**src/design/rgd_pkg.sv**
```systemverilog
`default_nettype none
// ----------------------------------------------------------------------------
// rgd_pkg
// Shared widths and item types for the rectangle gap distance block.
// ----------------------------------------------------------------------------
package rgd_pkg;

   localparam int COORD_WIDTH  = 16;
   localparam int FRAC_BITS    = 4;
   localparam int OUT_WIDTH    = COORD_WIDTH + FRAC_BITS + 1;
   localparam int SQ_WIDTH     = 2 * COORD_WIDTH;
   localparam int SUM_WIDTH    = 2 * COORD_WIDTH + 2;
   localparam int ROOT_STEPS   = OUT_WIDTH;
   localparam int REM_WIDTH    = OUT_WIDTH + 2;
   localparam int BACK_LATENCY = ROOT_STEPS + 2;
   localparam int QUEUE_DEPTH  = 2;
   localparam int QPTR_WIDTH   = (QUEUE_DEPTH > 1) ? $clog2(QUEUE_DEPTH) : 1;
   localparam int QCNT_WIDTH   = $clog2(QUEUE_DEPTH + 1);

   typedef struct packed {
      logic signed [COORD_WIDTH-1:0] a_left;
      logic signed [COORD_WIDTH-1:0] a_right;
      logic signed [COORD_WIDTH-1:0] a_top;
      logic signed [COORD_WIDTH-1:0] a_bottom;
      logic signed [COORD_WIDTH-1:0] b_left;
      logic signed [COORD_WIDTH-1:0] b_right;
      logic signed [COORD_WIDTH-1:0] b_top;
      logic signed [COORD_WIDTH-1:0] b_bottom;
   } req_type;

   typedef struct packed {
      logic [OUT_WIDTH-1:0] gap_distance;
      logic                 boxes_overlap;
   } rsp_type;

   typedef struct packed {
      logic [COORD_WIDTH-1:0] dx;
      logic [COORD_WIDTH-1:0] dy;
      logic                   overlap;
   } job_type;

endpackage
`default_nettype wire

```
**src/design/rgd_front.sv**
```systemverilog
`default_nettype none
// ----------------------------------------------------------------------------
// rgd_front
// Accepts box pairs, decides overlap and computes the per-axis gaps.
// ----------------------------------------------------------------------------
module rgd_front
   import rgd_pkg::*;
(
   input  wire logic    clock,
   input  wire logic    reset,
   input  wire logic    start,
   output logic         busy,
   input  wire req_type req_boxes,
   input  wire logic    queue_full,
   output logic         job_valid,
   output job_type      job
);

   function automatic logic [COORD_WIDTH-1:0] axis_gap(
      input logic signed [COORD_WIDTH-1:0] lo1,
      input logic signed [COORD_WIDTH-1:0] hi1,
      input logic signed [COORD_WIDTH-1:0] lo2,
      input logic signed [COORD_WIDTH-1:0] hi2
   );
      logic [COORD_WIDTH:0] diff;
      logic [COORD_WIDTH-1:0] gap;
      diff = '0;
      gap  = '0;
      if (lo1 >= hi2) begin
         diff = {lo1[COORD_WIDTH-1], lo1} - {hi2[COORD_WIDTH-1], hi2};
         gap  = diff[COORD_WIDTH-1:0];
      end else if (lo2 >= hi1) begin
         diff = {lo2[COORD_WIDTH-1], lo2} - {hi1[COORD_WIDTH-1], hi1};
         gap  = diff[COORD_WIDTH-1:0];
      end
      return gap;
   endfunction

   logic    valid_ff, valid_in;
   job_type job_ff, job_in;
   logic    accept;
   logic    push;
   logic    overlap_x, overlap_y;

   assign busy   = valid_ff && queue_full;
   assign accept = start && !busy;
   assign push   = valid_ff && !queue_full;

   assign overlap_x = !(req_boxes.a_left >= req_boxes.b_right ||
                        req_boxes.b_left >= req_boxes.a_right);
   assign overlap_y = !(req_boxes.a_top >= req_boxes.b_bottom ||
                        req_boxes.b_top >= req_boxes.a_bottom);

   always_comb begin
      valid_in = valid_ff;
      job_in   = job_ff;
      if (accept) begin
         valid_in       = 1'b1;
         job_in.dx      = axis_gap(req_boxes.a_left, req_boxes.a_right,
                                   req_boxes.b_left, req_boxes.b_right);
         job_in.dy      = axis_gap(req_boxes.a_top, req_boxes.a_bottom,
                                   req_boxes.b_top, req_boxes.b_bottom);
         job_in.overlap = overlap_x && overlap_y;
      end else if (push) begin
         valid_in = 1'b0;
      end
   end

   always_ff @(posedge clock) begin
      if (reset) begin
         valid_ff <= 1'b0;
      end else begin
         valid_ff <= valid_in;
      end
   end

   always_ff @(posedge clock) begin
      job_ff <= job_in;
   end

   assign job_valid = valid_ff;
   assign job       = job_ff;

endmodule
`default_nettype wire

```
**src/design/rgd_queue.sv**
```systemverilog
`default_nettype none
// ----------------------------------------------------------------------------
// rgd_queue
// Short queue of classified items between the front and the back.
// ----------------------------------------------------------------------------
module rgd_queue
   import rgd_pkg::*;
(
   input  wire logic    clock,
   input  wire logic    reset,
   input  wire logic    push_valid,
   input  wire job_type push_job,
   output logic         full,
   output logic         head_valid,
   output job_type      head_job
);

   job_type               entry_ff [0:QUEUE_DEPTH-1];
   logic [QPTR_WIDTH-1:0] wr_ptr_ff, wr_ptr_in;
   logic [QPTR_WIDTH-1:0] rd_ptr_ff, rd_ptr_in;
   logic [QCNT_WIDTH-1:0] count_ff, count_in;
   logic                  push;
   logic                  pop;

   assign full = (count_ff == QCNT_WIDTH'(QUEUE_DEPTH));
   assign push = push_valid && !full;
   assign pop  = (count_ff != '0);

   always_comb begin
      wr_ptr_in = wr_ptr_ff;
      rd_ptr_in = rd_ptr_ff;
      if (push) begin
         wr_ptr_in = (wr_ptr_ff == QPTR_WIDTH'(QUEUE_DEPTH - 1)) ? '0 : wr_ptr_ff + 1'b1;
      end
      if (pop) begin
         rd_ptr_in = (rd_ptr_ff == QPTR_WIDTH'(QUEUE_DEPTH - 1)) ? '0 : rd_ptr_ff + 1'b1;
      end
      count_in = count_ff + QCNT_WIDTH'(push) - QCNT_WIDTH'(pop);
   end

   always_ff @(posedge clock) begin
      if (reset) begin
         wr_ptr_ff <= '0;
         rd_ptr_ff <= '0;
         count_ff  <= '0;
      end else begin
         wr_ptr_ff <= wr_ptr_in;
         rd_ptr_ff <= rd_ptr_in;
         count_ff  <= count_in;
      end
   end

   always_ff @(posedge clock) begin
      if (push) begin
         entry_ff[wr_ptr_ff] <= push_job;
      end
   end

   assign head_valid = pop;
   assign head_job   = entry_ff[rd_ptr_ff];

   a_count_bound: assert property (@(posedge clock) disable iff (reset)
      count_ff <= QCNT_WIDTH'(QUEUE_DEPTH))
      else $error("queue count exceeds its depth");

endmodule
`default_nettype wire

```
**src/design/rgd_back.sv**
```systemverilog
`default_nettype none
// ----------------------------------------------------------------------------
// rgd_back
// Squares and sums the axis gaps, then takes a pipelined fixed-point root,
// one result bit per stage.
// ----------------------------------------------------------------------------
module rgd_back
   import rgd_pkg::*;
(
   input  wire logic    clock,
   input  wire logic    reset,
   input  wire logic    job_valid,
   input  wire job_type job,
   output logic         rsp_strobe,
   output rsp_type      rsp_result
);

   logic                 sq_valid_ff;
   logic [SQ_WIDTH-1:0]  sqx_ff, sqx_in;
   logic [SQ_WIDTH-1:0]  sqy_ff, sqy_in;
   logic                 sq_ovl_ff;

   logic                 sum_valid_ff;
   logic [SUM_WIDTH-1:0] sum_ff, sum_in;
   logic                 sum_ovl_ff;

   logic                 cur_valid [0:ROOT_STEPS-1];
   logic                 cur_ovl   [0:ROOT_STEPS-1];
   logic [REM_WIDTH-1:0] cur_rem   [0:ROOT_STEPS-1];
   logic [OUT_WIDTH-1:0] cur_root  [0:ROOT_STEPS-1];
   logic [SUM_WIDTH-1:0] cur_s     [0:ROOT_STEPS-1];

   logic                 valid_ff  [0:ROOT_STEPS-1];
   logic                 ovl_ff    [0:ROOT_STEPS-1];
   logic [OUT_WIDTH-1:0] root_ff   [0:ROOT_STEPS-1];
   logic [REM_WIDTH-1:0] rem_ff    [0:ROOT_STEPS-2];
   logic [SUM_WIDTH-1:0] s_ff      [0:ROOT_STEPS-2];

   assign sqx_in = SQ_WIDTH'(job.dx) * SQ_WIDTH'(job.dx);
   assign sqy_in = SQ_WIDTH'(job.dy) * SQ_WIDTH'(job.dy);
   assign sum_in = SUM_WIDTH'(sqx_ff) + SUM_WIDTH'(sqy_ff);

   always_ff @(posedge clock) begin
      if (reset) begin
         sq_valid_ff  <= 1'b0;
         sum_valid_ff <= 1'b0;
      end else begin
         sq_valid_ff  <= job_valid;
         sum_valid_ff <= sq_valid_ff;
      end
   end

   always_ff @(posedge clock) begin
      sqx_ff     <= sqx_in;
      sqy_ff     <= sqy_in;
      sq_ovl_ff  <= job.overlap;
      sum_ff     <= sum_in;
      sum_ovl_ff <= sq_ovl_ff;
   end

   assign cur_valid[0] = sum_valid_ff;
   assign cur_ovl[0]   = sum_ovl_ff;
   assign cur_rem[0]   = '0;
   assign cur_root[0]  = '0;
   assign cur_s[0]     = sum_ff;

   for (genvar k = 0; k < ROOT_STEPS; k++) begin : g_step
      logic [REM_WIDTH-1:0] rem_sh;
      logic [REM_WIDTH-1:0] trial;
      logic                 fits;
      logic [REM_WIDTH-1:0] rem_in;
      logic [OUT_WIDTH-1:0] root_in;

      assign rem_sh  = {cur_rem[k][REM_WIDTH-3:0], cur_s[k][SUM_WIDTH-1 -: 2]};
      assign trial   = {cur_root[k], 2'b01};
      assign fits    = (rem_sh >= trial);
      assign rem_in  = fits ? rem_sh - trial : rem_sh;
      assign root_in = {cur_root[k][OUT_WIDTH-2:0], fits};

      always_ff @(posedge clock) begin
         if (reset) begin
            valid_ff[k] <= 1'b0;
         end else begin
            valid_ff[k] <= cur_valid[k];
         end
      end

      always_ff @(posedge clock) begin
         root_ff[k] <= root_in;
         ovl_ff[k]  <= cur_ovl[k];
      end

      if (k < ROOT_STEPS - 1) begin : g_carry
         always_ff @(posedge clock) begin
            rem_ff[k] <= rem_in;
            s_ff[k]   <= {cur_s[k][SUM_WIDTH-3:0], 2'b00};
         end

         assign cur_valid[k+1] = valid_ff[k];
         assign cur_ovl[k+1]   = ovl_ff[k];
         assign cur_rem[k+1]   = rem_ff[k];
         assign cur_root[k+1]  = root_ff[k];
         assign cur_s[k+1]     = s_ff[k];
      end
   end

   assign rsp_strobe               = valid_ff[ROOT_STEPS-1];
   assign rsp_result.gap_distance  = root_ff[ROOT_STEPS-1];
   assign rsp_result.boxes_overlap = ovl_ff[ROOT_STEPS-1];

   a_fixed_latency: assert property (@(posedge clock) disable iff (reset)
      job_valid |-> ##BACK_LATENCY rsp_strobe)
      else $error("item did not leave the root pipeline on time");

   a_overlap_zero: assert property (@(posedge clock) disable iff (reset)
      rsp_strobe && rsp_result.boxes_overlap |-> rsp_result.gap_distance == '0)
      else $error("overlapping boxes gave a nonzero gap");

endmodule
`default_nettype wire

```
**src/design/rect_gap_distance.sv**
```systemverilog
`default_nettype none
// ----------------------------------------------------------------------------
// rect_gap_distance
// Euclidean gap between two axis-aligned boxes, with an overlap flag.
// ----------------------------------------------------------------------------
// A new box pair can be started in every cycle; busy stays low as long as
// the result side drains, which it always does since results cannot be
// held off. Each item gives exactly one result, shown on rsp_result for one
// cycle with rsp_strobe. On its way the item passes the classifying front
// register, the queue, the squares register, the sum register and then
// each stage of the 21-stage root pipeline, one per result bit.
// Results leave in the order the items were accepted.
// ----------------------------------------------------------------------------
module rect_gap_distance
   import rgd_pkg::*;
(
   input  wire logic    clock,
   input  wire logic    reset,
   input  wire logic    start,
   output logic         busy,
   input  wire req_type req_boxes,
   output logic         rsp_strobe,
   output rsp_type      rsp_result
);

   logic    front_valid;
   job_type front_job;
   logic    queue_full;
   logic    head_valid;
   job_type head_job;

   rgd_front u_front (
      .clock      (clock),
      .reset      (reset),
      .start      (start),
      .busy       (busy),
      .req_boxes  (req_boxes),
      .queue_full (queue_full),
      .job_valid  (front_valid),
      .job        (front_job)
   );

   rgd_queue u_queue (
      .clock      (clock),
      .reset      (reset),
      .push_valid (front_valid),
      .push_job   (front_job),
      .full       (queue_full),
      .head_valid (head_valid),
      .head_job   (head_job)
   );

   rgd_back u_back (
      .clock      (clock),
      .reset      (reset),
      .job_valid  (head_valid),
      .job        (head_job),
      .rsp_strobe (rsp_strobe),
      .rsp_result (rsp_result)
   );

   a_never_busy: assert property (@(posedge clock) disable iff (reset)
      !busy)
      else $error("block stalled although the back drains every cycle");

   a_end_to_end: assert property (@(posedge clock) disable iff (reset)
      start && !busy |-> ##(BACK_LATENCY + 2) rsp_strobe)
      else $error("accepted item produced no result on time");

endmodule
`default_nettype wire
```
**config.mk**
```make
export PLATFORM = sky130hd
export DESIGN_NAME = rect_gap_distance
export DESIGN_NICKNAME = d
export VERILOG_FILES = /design/src/design/rgd_pkg.sv /design/src/design/rgd_front.sv /design/src/design/rgd_queue.sv /design/src/design/rgd_back.sv /design/src/design/rect_gap_distance.sv
export SDC_FILE = /design/constraint.sdc
export NUM_CORES = 2
export LEC_CHECK = 0
export ABC_CLOCK_PERIOD_IN_PS = 10900
export CAP_MARGIN = 20
export CORE_MARGIN = 8
export CORE_UTILIZATION = 40
export DETAILED_ROUTE_END_ITERATION = 6
export DONT_BUFFER_PORTS = 1
export PLACE_DENSITY = 0.56
export SLEW_MARGIN = 20
export SYNTH_ARGS = -nofsm -noshare
export SYNTH_HDL_FRONTEND = slang
export SYNTH_SLANG_ARGS = --single-unit
```
**constraint.sdc**
```tcl
create_clock -name clock -period 10.9 [get_ports clock]
set_input_delay 2.18 -clock clock [delete_from_list [all_inputs] [get_ports clock]]
set_output_delay 2.18 -clock clock [all_outputs]
set_load 0.1 [all_outputs]
```
### Yosys cells after proc, flatten, opt, wreduce, memory -nomap -nowiden

Memory sizes are Yosys's and may differ from the RTL's. A register that Yosys moved wholly into a read port is not among the register bits.
Index checks and enable logic that the tools add are counted.

* register bits after elaboration: 140
* RAM bits: 1649
* bits of input ports: 131
* output and inout bits: 24
* word-level logic and storage cells: 166
* memories kept: 6

Memory list
* u_back.s_ff: words 20, width 32, read ports 20, clocked after Yosys merged registers in 0, write ports 20, RTL line rgd_back.sv:37 `logic [SUM_WIDTH-1:0] s_ff [0:ROOT_STEPS-2];`
* u_back.rem_ff: words 20, width 23, read ports 20, clocked after Yosys merged registers in 0, write ports 20, RTL line rgd_back.sv:36 `logic [REM_WIDTH-1:0] rem_ff [0:ROOT_STEPS-2];`
* u_back.root_ff: words 21, width 21, read ports 21, clocked after Yosys merged registers in 0, write ports 21, RTL line rgd_back.sv:35 `logic [OUT_WIDTH-1:0] root_ff [0:ROOT_STEPS-1];`
* u_queue.entry_ff: words 2, width 33, read ports 1, clocked after Yosys merged registers in 1, write ports 1, RTL line rgd_queue.sv:18 `job_type entry_ff [0:QUEUE_DEPTH-1];`
* u_back.ovl_ff: words 21, width 1, read ports 21, clocked after Yosys merged registers in 0, write ports 21, RTL line rgd_back.sv:34 `logic ovl_ff [0:ROOT_STEPS-1];`
* u_back.valid_ff: words 21, width 1, read ports 21, clocked after Yosys merged registers in 0, write ports 21, RTL line rgd_back.sv:33 `logic valid_ff [0:ROOT_STEPS-1];`

* add/sub/neg operators: 29
* $mul: 2
* magnitude comparators: 25
* eq/ne operators: 1
* multiplexer cells: 56
* bitwise gates (word level): 21
* reductions and logical operators: 12

Operators by type and width (count)
* $ge A23 B23 Y1: 20
* $mux W23: 20
* $sub A23 B23 Y23: 19
* $ge A16 B16 Y1: 4
* $mul A16 B16 Y32: 2
* $mux W16: 4
* $sub A16 B16 Y16: 4
* $add A32 B32 Y33: 1
* $mux W1: 32
* $or A1 B1 Y1: 21
* $logic_and A1 B1 Y1: 4
* $logic_not A1 Y1: 4
* $reduce_bool A2 Y1: 2
* $sub A2 B1 Y3 const B: 1
* $add A1 B1 Y1 const B: 2
* $add A2 B1 Y2: 1
* $eq A2 B2 Y1 const B: 1
* $ge A2 B1 Y1 const B: 1
* $logic_or A1 B1 Y1: 2
* $sub A2 B1 Y2: 1

### Logic depth before layout (Yosys ltp)

* depth after elaboration: 5
* depth in mapped cells: 30
* depth with buffers taken out: 26

### By module

Synthesis repeated with hierarchy kept, for this count alone.

* cells, all modules: 6142
* area, all modules: 60271.6 sq um

Modules (own cells, without submodules)
* rgd_back: instances 1, cells an instance 5425, area each 52955.8 sq um, seq. area each 20639.8 sq um
* rgd_front: instances 1, cells an instance 594, area each 4757.1 sq um, seq. area each 1011.0 sq um
* rgd_queue: instances 1, cells an instance 123, area each 2558.7 sq um, seq. area each 2082.0 sq um

### Least setup slack after synthesis

Ideal clock, no wire load.

* kind: reg-to-reg
* from: reg with a tool-made name
* to: reg u_back.sqx_ff[31]
* setup time: 0.114 ns
* arrival time: 7.608 ns
* data required time: 10.786 ns
* slack: 3.178 ns
* cell stages (with the launch flop): 28
* buffers on the path: 3
* period minus slack after synthesis: 7.722 ns
* cells stage by stage: dfxtp_1 -> clkbuf_1 -> buf_1 -> buf_1 -> mux2i_1 -> clkinv_1 -> nand2_1 -> inv_1 -> fa_1 -> inv_1 -> fa_1 -> inv_1 -> fa_1 -> fa_1 -> fa_1 -> inv_1 -> fa_1 -> inv_1 -> ha_1 -> a21o_1 -> a21oi_1 -> nor2b_1 -> a311oi_1 -> o21ai_0 -> a211o_1 -> and2_1 -> mux2i_1 -> a2111oi_0

RTL lines
* to (signal assigned): RTL line rgd_back.sv:54 `sqx_ff <= sqx_in;`
* to (decl): RTL line rgd_back.sv:19 `logic [SQ_WIDTH-1:0] sqx_ff, sqx_in;`

==> metrics.md <==
| Metric | Value |
|---|---|
| Synth area leader | `dfxtp_1` |
| Seq cells post-synth | `1134` |
| DR iter-0 viols | `1806` |
| Critical path endpoint | `u_back.sqy_ff[31]` |
| Setup bufs post-CTS | `0` |
| Finished Layout Cells | `around 8000` |
| Data arrival time of the worst path | `8670 ps` |
| Initial antenna violation count | `0` |
| Crit path top cell by count | `fa_1` |
| Crit end category | `register` |
| Drt first pass iters | `5` |
| R2R Setup Slk | `2850 ps` |
| Synth Instances | `approximately 6000` |
| Top layer in use | `met4` |
| Met2 wire length | `62080 um` |
| CP delay by family, top | `adder cells` |
| H-tree depth | `3` |
| Placed cell count | `between 7000 and 8000` |
| Routed WL | `122900 um` |
| GP Congestion | `0.8836` |
| First-pass GRT wire length | `201700 um` |
| Dominant cells by area after synthesis | `dfxtp_1 35%, fa_1 11%, ha_1 11%` |
| CP Class | `reg2reg` |
| CTS tree | `done` |
| Number of cell rows | `140` |
| Sequential cell area fraction in the yosys report | `40.45%` |
| Crit Path Max Fanout | `28` |
| Sum of negative setup slack | `0 ps` |
| CTS Sinks | `roughly 1100` |
| Number of flops mapped to enable cells by yosys | `99` |
| R2R Path End | `u_back.sqy_ff[31]` |
| Relative slew slack | `27.51%` |
| DRC Markers | `0` |
| Skew final | `32.25 ps` |
| CTS Hold Bufs | `0` |
| Final hold vios | `0` |
| Post-Syn Area per Cell | `9.886 um^2` |
| Worst Hold Class | `reg2reg` |
| IO buf count | `0` |
| Worst Tran Pin Value | `1057 ps` |
| # nets final | `about 7000` |
| Initial Utilization | `around two fifths` |
| HPWL Detailed | `98970 um` |
| WL/cell | `~15 um` |
| Total gr overflow | `0` |
| Max Cap Violations | `0` |
| Final ANT Viol Nets | `0` |
| Hold_sp | `u_back.s_ff[1][3]` |
| Die Span X | `398.7 um` |
| WP data required | `11520 ps` |
| Worst-skew pair later-pin latency | `720 ps` |
| Reg2Reg Depth | `23` |
| Largest buffer count on any clock path | `3` |
| Vias | `roughly 39000` |
| Unrepaired setup endpoints after global routing | `false` |
| TritonCTS buffer count | `112` |
| Largest net degree at the start of global routing | `35` |
| Max stage delay on crit path | `800 ps` |
| Post-cts gate resize count | `0` |
| Tcrit/Tclk final | `73.86%` |
| Top_reg_cell synth | `dfxtp_1` |
| Vias in the first global route | `~40000` |
| Fmax achieved | `between 100 and 150 MHz` |
| YS warnings | `0` |
| Filler instances | `13869` |
| Syn Std Cell Area | `58570 um^2` |
| Die area | `158900 um^2` |
| Slowest cell on the critical path | `mux2i_1` |
| Die Span Y | `about 400 um` |
| Crit path time final | `8050 ps` |
| GRT Overall Usage | `15.40%` |
| Worst-path cell chain | `buf_4, mux2i_1, clkinv_1, nand2_1, fa_1, fa_1, inv_1, fa_1, fa_1, fa_1, inv_1, fa_1, inv_1, ha_1, and3_1, a221oi_1, o31ai_1, or3b_2, o211ai_1, a31oi_1, o21a_1, nor2_1, xnor2_1` |
| Critical path depth in cells | `23` |
| Via density | `between 4 and 5` |
| Final setup fails | `0` |
| Metal-1 WL | `52190 um` |
| Layout Area Growth over Synthesis | `10.91%` |
| Unique cell type count in the Yosys netlist | `between 80 and 90` |
| Share of layout cells above drive strength 1 | `5.565%` |
| Buf/Inv on CP | `5` |
| Core area | `145600 um^2` |
| Status | `complete, no violations` |
| Met3 wire length | `4717 um` |
| Max Slew Vio Count | `0` |
| Async SR Flop Fraction | `0%` |
| Worst-path clk slew | `70 ps` |
| Root Driver | `clkbuf_16` |
| IO Pins | `155` |
| Area share of the largest cell type after synthesis | `35.37%` |
| CP Launch Type | `register` |
## final cells by class
class                   instances  area (um^2)  area share [%]
diodes                          1        2.502        0.003852
clock buffers                 147         3213           4.946
clock inverters                61        874.6           1.346
inverters                     896         3363           5.177
multi-input cells            3813        31230           48.08
flip-flops and latches       1134        23690           36.47
well taps                    1917         2399           3.692
repair buffers                 23        180.2          0.2774
## routing by layer
metal / vias up / global-route usage (%)
met1: 18255 / 18.18
met5: - / 0
met3: 220 / 2.604
met2: 646 / 28.29
met4: 0 / 4.925
li1: 19718 / -
## placed cells by master, fill, tap and decap left out, drive strengths merged, types with 27 or more instances in the layout
| cell type | count |
|---|---|
| a211oi | 29 |
| a21o | 122 |
| a21oi | 306 |
| a31oi | 28 |
| and3 | 38 |
| clkbuf | 147 |
| clkinv | 37 |
| dfxtp | 1035 |
| edfxtp | 99 |
| fa | 332 |
| ha | 528 |
| inv | 894 |
| mux2 | 73 |
| mux2i | 27 |
| nand2 | 380 |
| nand2b | 80 |
| nand3 | 88 |
| nand4 | 41 |
| nor2 | 419 |
| nor2b | 90 |
| nor3 | 90 |
| nor4 | 48 |
| o21a | 69 |
| o21ai | 238 |
| or3 | 47 |
| xnor2 | 250 |
| xor2 | 177 |
## metrics by stage
step / hold slack [ps] / instance area (um^2) / utilization [%] / setup slack, ps
CTS: 292.4 / 64930 / 44.60 / 2905
floorplan: 309.6 / 58580 / - / 3178
global route: 305.8 / 64960 / 44.62 / 2380
global placement: 309.7 / 60840 / 41.79 / 3222
detailed placement: 312.1 / 60840 / 41.79 / 2950
finish: 296.8 / 64960 / 44.63 / 2850
## synth_stat cells (45+ instances only)
cell type	count
nand3_1	86
nor3_1	90
mux2_2	70
nand2_1	380
or3_1	45
nor2b_1	90
fa_1	332
a21o_1	122
inv_1	886
a21oi_1	306
o21ai_0	236
dfxtp_1	1035
ha_1	528
nor4_1	48
nand2b_1	80
o21a_1	69
clkbuf_1	73
nor2_1	419
edfxtp_1	99
xnor2_1	250
xor2_1	177
## state kept, by name, indices dropped and copies added, names as in the netlist, 2 cells and up, named ones only
register          count
u_back.ovl_ff        21
u_back.rem_ff       385
u_back.root_ff      231
u_back.s_ff         272
u_back.sqx_ff        31
u_back.sqy_ff        31
u_back.sum_ff        33
u_back.valid_ff      21
u_front.job          33
u_queue.count_ff      2
u_queue.entry_ff     66
## kinds of logic after synthesis
group | count (synthesis) | share of synthesized area (%)
DFF | 1134 | 40.45
buffers and inverters | 980 | 6.302
other | 1 | 0.006402
xor gates and xnor gates | 427 | 6.385
and+or+nand+nor | 1428 | 11.73
AOI/OAI and AO/OA | 995 | 10.63
adders and majority gates | 860 | 22.63
muxes | 100 | 1.865
## how the worst min path moves through the flow
stage                     depth (start not counted)                  to
after global routing                              0  u_back.s_ff[5][17]
after CTS                                         0   u_back.s_ff[2][5]
final                                             0   u_back.s_ff[2][5]
after detailed placement                          0   u_back.ovl_ff[15]
after global placement                            0   u_back.s_ff[3][6]
after floorplan                                   0    u_back.ovl_ff[0]
Power is not shown: default switching activity piles up to over one toggle a cycle in this logic, so the estimate is an artifact.
